**config.mk**
```make
export PLATFORM = sky130hd
export DESIGN_NAME = array_list_engine_unit
export DESIGN_NICKNAME = d
export VERILOG_FILES = /design/src/hw/rtl/ale_pkg.sv /design/src/hw/rtl/array_list_engine_unit.sv /design/src/hw/rtl/ale_ram.sv
export SDC_FILE = /design/constraint.sdc
export NUM_CORES = 2
export LEC_CHECK = 0
export BUFFER_PORTS_ARGS = -buffer_cell sky130_fd_sc_hd__buf_2
export CAP_MARGIN = 25
export CORE_MARGIN = 1
export CORE_UTILIZATION = 30
export CTS_CLUSTER_DIAMETER = 120
export DETAILED_ROUTE_END_ITERATION = 10
export GPL_TIMING_DRIVEN = 0
export PLACE_DENSITY = 0.55
export SYNTH_ARGS = -nofsm -noshare
export SYNTH_HDL_FRONTEND = slang
export SYNTH_SLANG_ARGS = --single-unit
```
**constraint.sdc**
```tcl
create_clock -name clk -period 11.6 [get_ports clk]
set_input_delay 0 -clock clk [delete_from_list [all_inputs] [get_ports clk]]
set_output_delay 0 -clock clk [all_outputs]
set_load 0.03 [all_outputs]
```
**src/hw/rtl/ale_pkg.sv**
```systemverilog
// ----------------------------------------------------------------------------
// ale_pkg
// Shared constants for the array list engine: sizes, operation codes and
// status codes.
// ----------------------------------------------------------------------------
`default_nettype none

package ale_pkg;

  localparam int CAPACITY      = 64;
  localparam int DATA_W        = 32;
  localparam int POS_W         = 6;
  localparam int ENTRY_COUNT_W = 7;
  localparam int ADDR_W        = $clog2(CAPACITY);
  localparam int CNT_W         = $clog2(CAPACITY + 1);
  localparam int CMP_W         = (CNT_W > POS_W) ? CNT_W : POS_W;

  // operation codes
  localparam logic [1:0] OP_CLEAR  = 2'd0;
  localparam logic [1:0] OP_INSERT = 2'd1;
  localparam logic [1:0] OP_REMOVE = 2'd2;
  localparam logic [1:0] OP_SEARCH = 2'd3;

  // status codes
  localparam logic [1:0] ST_OK     = 2'd0;
  localparam logic [1:0] ST_FULL   = 2'd1;
  localparam logic [1:0] ST_EMPTY  = 2'd2;
  localparam logic [1:0] ST_BADPOS = 2'd3;

endpackage

`default_nettype wire

```
**src/hw/rtl/array_list_engine_unit.sv**
```systemverilog
// ----------------------------------------------------------------------------
// array_list_engine_unit
// Ordered list of signed 32-bit values held in one synchronous RAM, with an
// entry count. Requests clear, append, remove at a position, or search.
// ----------------------------------------------------------------------------
// work: clear, insert and every failed request finish in the accept cycle;
//   remove makes one RAM read per entry from the position to the end; search
//   reads one entry at a time from the start, stopping at the first match
// results pass through a finished-result register and then the output
//   register before out_valid rises
// requests: one request in the engine at a time, the next is taken once
//   the finished-result register has moved to the output register
// reset: clears the count and the handshake state; the RAM is not cleared
// ----------------------------------------------------------------------------
`default_nettype none

module array_list_engine_unit (
  input  wire logic                                  clk,
  input  wire logic                                  rst_n,
  // request channel
  input  wire logic                                  in_valid,
  output      logic                                  in_ready,
  input  wire logic [1:0]                            in_operation,
  input  wire logic signed [ale_pkg::DATA_W-1:0]     in_value,
  input  wire logic [ale_pkg::POS_W-1:0]             in_position,
  // result channel
  output      logic                                  out_valid,
  input  wire logic                                  out_ready,
  output      logic [1:0]                            out_status,
  output      logic signed [ale_pkg::DATA_W-1:0]     out_removed_value,
  output      logic                                  out_found,
  output      logic [ale_pkg::ENTRY_COUNT_W-1:0]     out_entry_count,
  output      logic                                  out_is_empty
);

  import ale_pkg::*;

  // engine states
  localparam logic [1:0] S_IDLE   = 2'd0;
  localparam logic [1:0] S_REMOVE = 2'd1;
  localparam logic [1:0] S_SEARCH = 2'd2;

  logic [1:0]        state_r, state_nxt;
  logic [CNT_W-1:0]  count_r, count_nxt;
  logic [ADDR_W-1:0] rd_ptr_r, rd_ptr_nxt;   // address of the data arriving now
  logic              first_r, first_nxt;     // first read of a remove: the taken value
  logic [DATA_W-1:0] key_r, key_nxt;

  // finished-result register
  logic              done_r, done_nxt;
  logic [1:0]        res_status_r, res_status_nxt;
  logic [DATA_W-1:0] res_removed_r, res_removed_nxt;
  logic              res_found_r, res_found_nxt;
  logic [CNT_W-1:0]  res_count_r, res_count_nxt;

  // output register
  logic              out_valid_r;
  logic [1:0]        out_status_r;
  logic [DATA_W-1:0] out_removed_r;
  logic              out_found_r;
  logic [CNT_W-1:0]  out_count_r;

  // RAM port signals
  logic              ram_wr_en;
  logic [ADDR_W-1:0] ram_wr_addr;
  logic [DATA_W-1:0] ram_wr_data;
  logic              ram_rd_en;
  logic [ADDR_W-1:0] ram_rd_addr;
  logic [DATA_W-1:0] ram_rd_data;

  logic              in_fire;
  logic              out_load;
  logic [CNT_W-1:0]  ptr_inc;
  logic              more;

  ale_ram #(
    .DEPTH (CAPACITY),
    .WIDTH (DATA_W)
  ) u_ram (
    .clk     (clk),
    .wr_en   (ram_wr_en),
    .wr_addr (ram_wr_addr),
    .wr_data (ram_wr_data),
    .rd_en   (ram_rd_en),
    .rd_addr (ram_rd_addr),
    .rd_data (ram_rd_data)
  );

  // the engine takes a request only when idle and the finished slot is free
  assign in_ready = (state_r == S_IDLE) && !done_r;
  assign in_fire  = in_valid && in_ready;

  // finished result moves on whenever the output register is free or draining
  assign out_load = done_r && (!out_valid_r || out_ready);

  // next entry after the one whose data is arriving, and whether it exists
  assign ptr_inc = CNT_W'(rd_ptr_r) + CNT_W'(1);
  assign more    = (ptr_inc < count_r);

  always_comb begin
    state_nxt       = state_r;
    count_nxt       = count_r;
    rd_ptr_nxt      = rd_ptr_r;
    first_nxt       = first_r;
    key_nxt         = key_r;
    done_nxt        = done_r && !out_load;
    res_status_nxt  = res_status_r;
    res_removed_nxt = res_removed_r;
    res_found_nxt   = res_found_r;
    res_count_nxt   = res_count_r;
    ram_wr_en       = 1'b0;
    ram_wr_addr     = rd_ptr_r;
    ram_wr_data     = ram_rd_data;
    ram_rd_en       = 1'b0;
    ram_rd_addr     = rd_ptr_r;

    unique case (state_r)
      S_IDLE: begin
        if (in_fire) begin
          // default: finish at once with ok and zero payload
          done_nxt        = 1'b1;
          res_status_nxt  = ST_OK;
          res_removed_nxt = '0;
          res_found_nxt   = 1'b0;
          res_count_nxt   = count_r;
          case (in_operation)
            OP_CLEAR: begin
              count_nxt     = '0;
              res_count_nxt = '0;
            end
            OP_INSERT: begin
              if (count_r >= CNT_W'(CAPACITY)) begin
                res_status_nxt = ST_FULL;
              end else begin
                // append at the current end of the list
                ram_wr_en     = 1'b1;
                ram_wr_addr   = ADDR_W'(count_r);
                ram_wr_data   = in_value;
                count_nxt     = count_r + CNT_W'(1);
                res_count_nxt = count_r + CNT_W'(1);
              end
            end
            OP_REMOVE: begin
              if (count_r == '0) begin
                res_status_nxt = ST_EMPTY;
              end else if (CMP_W'(in_position) >= CMP_W'(count_r)) begin
                res_status_nxt = ST_BADPOS;
              end else begin
                // fetch the entry being taken out, then shift the tail down
                done_nxt    = 1'b0;
                ram_rd_en   = 1'b1;
                ram_rd_addr = ADDR_W'(in_position);
                rd_ptr_nxt  = ADDR_W'(in_position);
                first_nxt   = 1'b1;
                state_nxt   = S_REMOVE;
              end
            end
            default: begin
              // search: an empty list finishes with found clear
              key_nxt = in_value;
              if (count_r != '0) begin
                done_nxt    = 1'b0;
                ram_rd_en   = 1'b1;
                ram_rd_addr = '0;
                rd_ptr_nxt  = '0;
                state_nxt   = S_SEARCH;
              end
            end
          endcase
        end
      end

      S_REMOVE: begin
        if (first_r) begin
          res_removed_nxt = ram_rd_data;
        end else begin
          // entry at rd_ptr moves one place down
          ram_wr_en   = 1'b1;
          ram_wr_addr = rd_ptr_r - ADDR_W'(1);
          ram_wr_data = ram_rd_data;
        end
        if (more) begin
          ram_rd_en   = 1'b1;
          ram_rd_addr = ADDR_W'(ptr_inc);
          rd_ptr_nxt  = ADDR_W'(ptr_inc);
          first_nxt   = 1'b0;
        end else begin
          count_nxt      = count_r - CNT_W'(1);
          res_count_nxt  = count_r - CNT_W'(1);
          res_status_nxt = ST_OK;
          res_found_nxt  = 1'b0;
          done_nxt       = 1'b1;
          state_nxt      = S_IDLE;
        end
      end

      S_SEARCH: begin
        if ((ram_rd_data == key_r) || !more) begin
          res_found_nxt   = (ram_rd_data == key_r);
          res_status_nxt  = ST_OK;
          res_removed_nxt = '0;
          res_count_nxt   = count_r;
          done_nxt        = 1'b1;
          state_nxt       = S_IDLE;
        end else begin
          ram_rd_en   = 1'b1;
          ram_rd_addr = ADDR_W'(ptr_inc);
          rd_ptr_nxt  = ADDR_W'(ptr_inc);
        end
      end

      default: begin
        state_nxt = S_IDLE;
      end
    endcase
  end

  // control state
  always_ff @(posedge clk) begin
    if (!rst_n) begin
      state_r     <= S_IDLE;
      count_r     <= '0;
      done_r      <= 1'b0;
      out_valid_r <= 1'b0;
    end else begin
      state_r <= state_nxt;
      count_r <= count_nxt;
      done_r  <= done_nxt;
      if (out_load) begin
        out_valid_r <= 1'b1;
      end else if (out_ready) begin
        out_valid_r <= 1'b0;
      end
    end
  end

  // payload registers
  always_ff @(posedge clk) begin
    rd_ptr_r      <= rd_ptr_nxt;
    first_r       <= first_nxt;
    key_r         <= key_nxt;
    res_status_r  <= res_status_nxt;
    res_removed_r <= res_removed_nxt;
    res_found_r   <= res_found_nxt;
    res_count_r   <= res_count_nxt;
    if (out_load) begin
      out_status_r  <= res_status_r;
      out_removed_r <= res_removed_r;
      out_found_r   <= res_found_r;
      out_count_r   <= res_count_r;
    end
  end

  assign out_valid         = out_valid_r;
  assign out_status        = out_status_r;
  assign out_removed_value = out_removed_r;
  assign out_found         = out_found_r;
  assign out_entry_count   = ENTRY_COUNT_W'(out_count_r);
  assign out_is_empty      = (out_count_r == '0);

endmodule

`default_nettype wire

```
**src/hw/rtl/ale_ram.sv**
```systemverilog
// ----------------------------------------------------------------------------
// ale_ram
// Simple dual-port synchronous RAM: one write port, one read port with
// registered read data.
// ----------------------------------------------------------------------------
`default_nettype none

module ale_ram #(
  parameter int DEPTH = 64,
  parameter int WIDTH = 32
) (
  input  wire logic                       clk,
  input  wire logic                       wr_en,
  input  wire logic [$clog2(DEPTH)-1:0]   wr_addr,
  input  wire logic [WIDTH-1:0]           wr_data,
  input  wire logic                       rd_en,
  input  wire logic [$clog2(DEPTH)-1:0]   rd_addr,
  output      logic [WIDTH-1:0]           rd_data
);

  logic [WIDTH-1:0] mem [DEPTH];

  always_ff @(posedge clk) begin
    if (wr_en) begin
      mem[wr_addr] <= wr_data;
    end
  end

  always_ff @(posedge clk) begin
    if (rd_en) begin
      rd_data <= mem[rd_addr];
    end
  end

endmodule

`default_nettype wire
```
==> impl_metrics.yaml <==
outcome:
  status: "finished with violations"
  failed_checks: "DRC"
floorplan:
  core_area_um2: 294100
  rows: 199
  die_h_um: 545.9
  die_x_um: 545.9
  die-area_um2: 298000
  start_util_pct: 30.18
  ios: 89
timing:
  setup_viol: 0
  setup_ws_ns: 3.903
  post-route-period-util_pct: 66.35
  tightestPinTransition_ns: 1.182
  maxSlewViolCount: 0
  finalHoldViolations: 0
  fin_worst_skew_ns: 0.08018
  period_needed_ns: 7.697
  fin_setup_tns_ns: 0
  fmax_mhz: 129.9
  slew_headroom_pct: 21.19
  rsz0062_at_grt: "false"
synthesis:
  synth_cell_types: 70
  synthTopCellsByArea: "edfxtp_1 74%, nand2_1 4.0%, mux2i_1 3.0%"
  synth_area_um2: 88760
  ys_async_sr_fraction_pct: 0
  synth_seq_area_share_pct: 74.71
  synth_edf_count: 2197
  syn_nets: 6061
  ys_warn_count: 0
  synth_area_leader_cell: "edfxtp_1"
  syn_inst: 5992
  yosys.area.top_type_share_pct: 74.33
  syn_avg_cell_area_um2: 14.81
  synth_ff_type: "edfxtp_1"
  yosys_register_bits: 2214
finish:
  final_area_um2: 106500
  layout-drive-gt1-share_pct: 14.48
  area_growth_pct: 19.94
  nNetsFinal: 6633
  filler_cell_count: 27540
  multi_input_area_um2: 21080
  layout_common_cells: "2197 x edfxtp_1, 938 x nand2_1, 377 x nand3_1"
  utilization_pct: 36.20
  regArea_um2: 66310
  final_common_cell: "edfxtp_1"
placement:
  numPortBuffers: 88
  hpwl_mm: 252.1
  placed_area_um2: 98340
  pre_cts_ws_ns: 4.173
  place.gp.congestion: 0.9605
clocking:
  cts_tree: "built"
  path_clk_slew_ns: 0.07
  cts_buffer_depth: 3
  cts_resized: 0
  cts-root-buf: "clkbuf_16"
  cts_buffers: 228
  h-tree-depth: 4
  cts.sinks: 2214
  insertion_delay_ns: 0.94
job:
  cap_violations: 0
power_and_ir_drop:
  internal-power_mw: 18.28
  irDropWorstVdd_uv: 180.0
  p_seq_share_pct: 31.4
  power_switching_mw: 15.01
  leakage_nw: 35.60
  swShare_pct: 45.09
  powerDensity_nw_per_um2: 312.8
  total_power_mw: 33.30
  power_frac_clock_pct: 21.7
  power_frac_comb_pct: 46.9
grt:
  grtUsageTotal_pct: 23.19
  grt_pass1_vias: 57120
  grt_max_degree: 65
  grt_first_pass_wirelength_mm: 477.8
  grt-ovfl-total: 0
  antenna_found_initial: 30
setup_path:
  reg2reg_to: "u_ram.rd_data[13]"
  path_delay_family: "buffers and inverters"
  worst_setup_path_start_kind: "flip-flop"
  end_kind: "flip-flop"
  required_ns: 12.01
  crit_chain: "clkbuf_1, and3_1, nand3_1, xor2_1, inv_1, ha_1, nand4_1, nand3_1, o21ba_2, o2111ai_1, a31oi_1, buf_2, buf_2, buf_2, buf_2, clkbuf_1, a31oi_1, a32oi_1, a21oi_1, nand4b_1"
  cp.arrival_ns: 8.10
  critPathKind: "reg -> reg"
  path_common_cell: "buf_2"
  crit_fanout: 11
  slowest_stage: "nand4b_1"
  reg2reg_from: "rd_ptr_r[2]"
  ff2ff_setup_slack_ns: 3.90
  cpPeakStageDelay_ns: 0.67
  critical_path_buf_inv_count: 7
  r2r_cells: 20
drt:
  num_vias: 61390
  firstDrtPassIters: 9
  ant_nets: 0
  drcViolationCount: 46
  drt_iter0_drc: 10660
  vias_per_cell: 5.745
  wl_mm: 356.8
  routedWlPerCell_um: 33.40
worst_hold_path:
  hold_depth: 4
  min_path_type: "in -> reg"
  min_to: "out_valid"
  hp-start: "out_ready"
==> worst max-delay path by stage <==
stage / from / endpoint / slack (ns) / cells past startpoint
after floorplan: rd_ptr_r[2] / u_ram.rd_data[21] / 7.27 / 19
after global placement: done_r / u_ram.mem[24][9] / 3.43 / 9
after detailed placement: rd_ptr_r[2] / u_ram.rd_data[3] / 4.17 / 20
after CTS: rd_ptr_r[2] / u_ram.rd_data[3] / 4.20 / 20
after global routing: rd_ptr_r[2] / u_ram.rd_data[13] / 3.71 / 20
final: rd_ptr_r[2] / u_ram.rd_data[13] / 3.90 / 20
==> sequential cells by signal (all words and copies together), names as in the netlist <==
signal,count
rd_ptr_r,6
out_valid,1
count_r,7
out_found,1
key_r,32
out_entry_count,7
done_r,1
res_count_r,7
u_ram.mem,2048
res_removed_r,32
u_ram.rd_data,32
out_removed_value,32
state_r,2
res_status_r,2
res_found_r,1
first_r,1
out_status,2
==> worst min-delay path, delay by kind of cell <==
kind / cells / cell delay, ns
AOI/OAI and AO/OA: 1 / 0.18
buffers and inverters: 2 / 0.65
and+or+nand+nor: 1 / 0.09
==> layout make-up <==
cell class	instances	area share, %
Inverter	30	0.1058
Timing Repair Buffer	342	4.607
Multi-Input combinational cell	3315	19.80
Antenna cell	13	0.03056
Buffer	433	1.714
Sequential cell	2214	62.29
Tap cell	3919	4.606
Clock buffer	275	5.535
Clock inverter	144	1.310
==> cells in the mapped netlist, types with 4 or more instances <==
cell type,number
edfxtp_1,2197
nand2_1,938
nand3_1,377
and3_1,320
mux2i_1,264
clkbuf_1,248
a211oi_1,223
a31oi_1,197
buf_2,113
o21ai_0,113
a21oi_1,101
o221a_2,100
nor2_1,96
a32oi_1,64
buf_1,62
a221oi_1,45
mux2_2,44
a31o_2,42
a22oi_1,39
and2_1,39
xor2_1,36
o221ai_1,30
inv_1,26
a32o_1,25
ha_1,25
a31o_1,18
dfxtp_1,17
a311oi_1,16
o22ai_1,15
nor3_1,14
or3_1,13
nand2b_1,12
a21o_1,10
nor2b_1,10
nor4_1,10
nand4_1,9
nand4b_1,9
o31ai_1,8
or4_1,8
buf_4,7
a2111o_1,4
inv_2,4
==> layer usage <==
metal | global-route usage, % | up-vias | part of all wire, %
met4 | 12.76 | 12 | 6.1
met1 | 29.79 | 31120 | 37
li1 | - | 24610 | -
met2 | 35.09 | 4702 | 44
met3 | 6.748 | 939 | 13
met5 | 0 | - | 0.026
==> power groups by stage <==
stage	sequential, mW	clock (mW)	combinational [mW]
3_5_place_dp	10.6	0	14.9
5_1_grt	10.5	7.54	15.8
2_1_floorplan	10.6	0	7.28
3_3_place_gp	10.7	0	14.1
6_report	10.5	7.22	15.6
4_1_cts	10.5	7.24	15.0
==> repair_timing <==
action,CTS,global route
hold buffers,74,0
setup endpoints to repair,0,0
hold endpoints to repair,585,0
setup buffers,0,0
==> stage by stage <==
| stage | cells | hold slack (ns) |
|---|---|---|
| global placement | 9999 | 0.2160 |
| finish | 10690 | 0.06315 |
| floorplan | 5992 | 0.09887 |
| detailed placement | 10180 | 0.2105 |
| CTS | 10670 | 0.05851 |
| global route | 10670 | 0.07739 |
==> cells by family after synthesis <==
group / after synthesis / synth area share, %
AO/OA/AOI/OAI: 1079 / 9.085
XOR/XNOR: 39 / 0.3848
adder cells (fa/ha/maj): 25 / 0.3524
buffers and inverters: 463 / 2.172
flip-flops: 2214 / 74.71
multiplexers: 309 / 3.561
AND/OR/NAND/NOR: 1863 / 9.732
No activity file was read; power rests on OpenSTA's default activity.
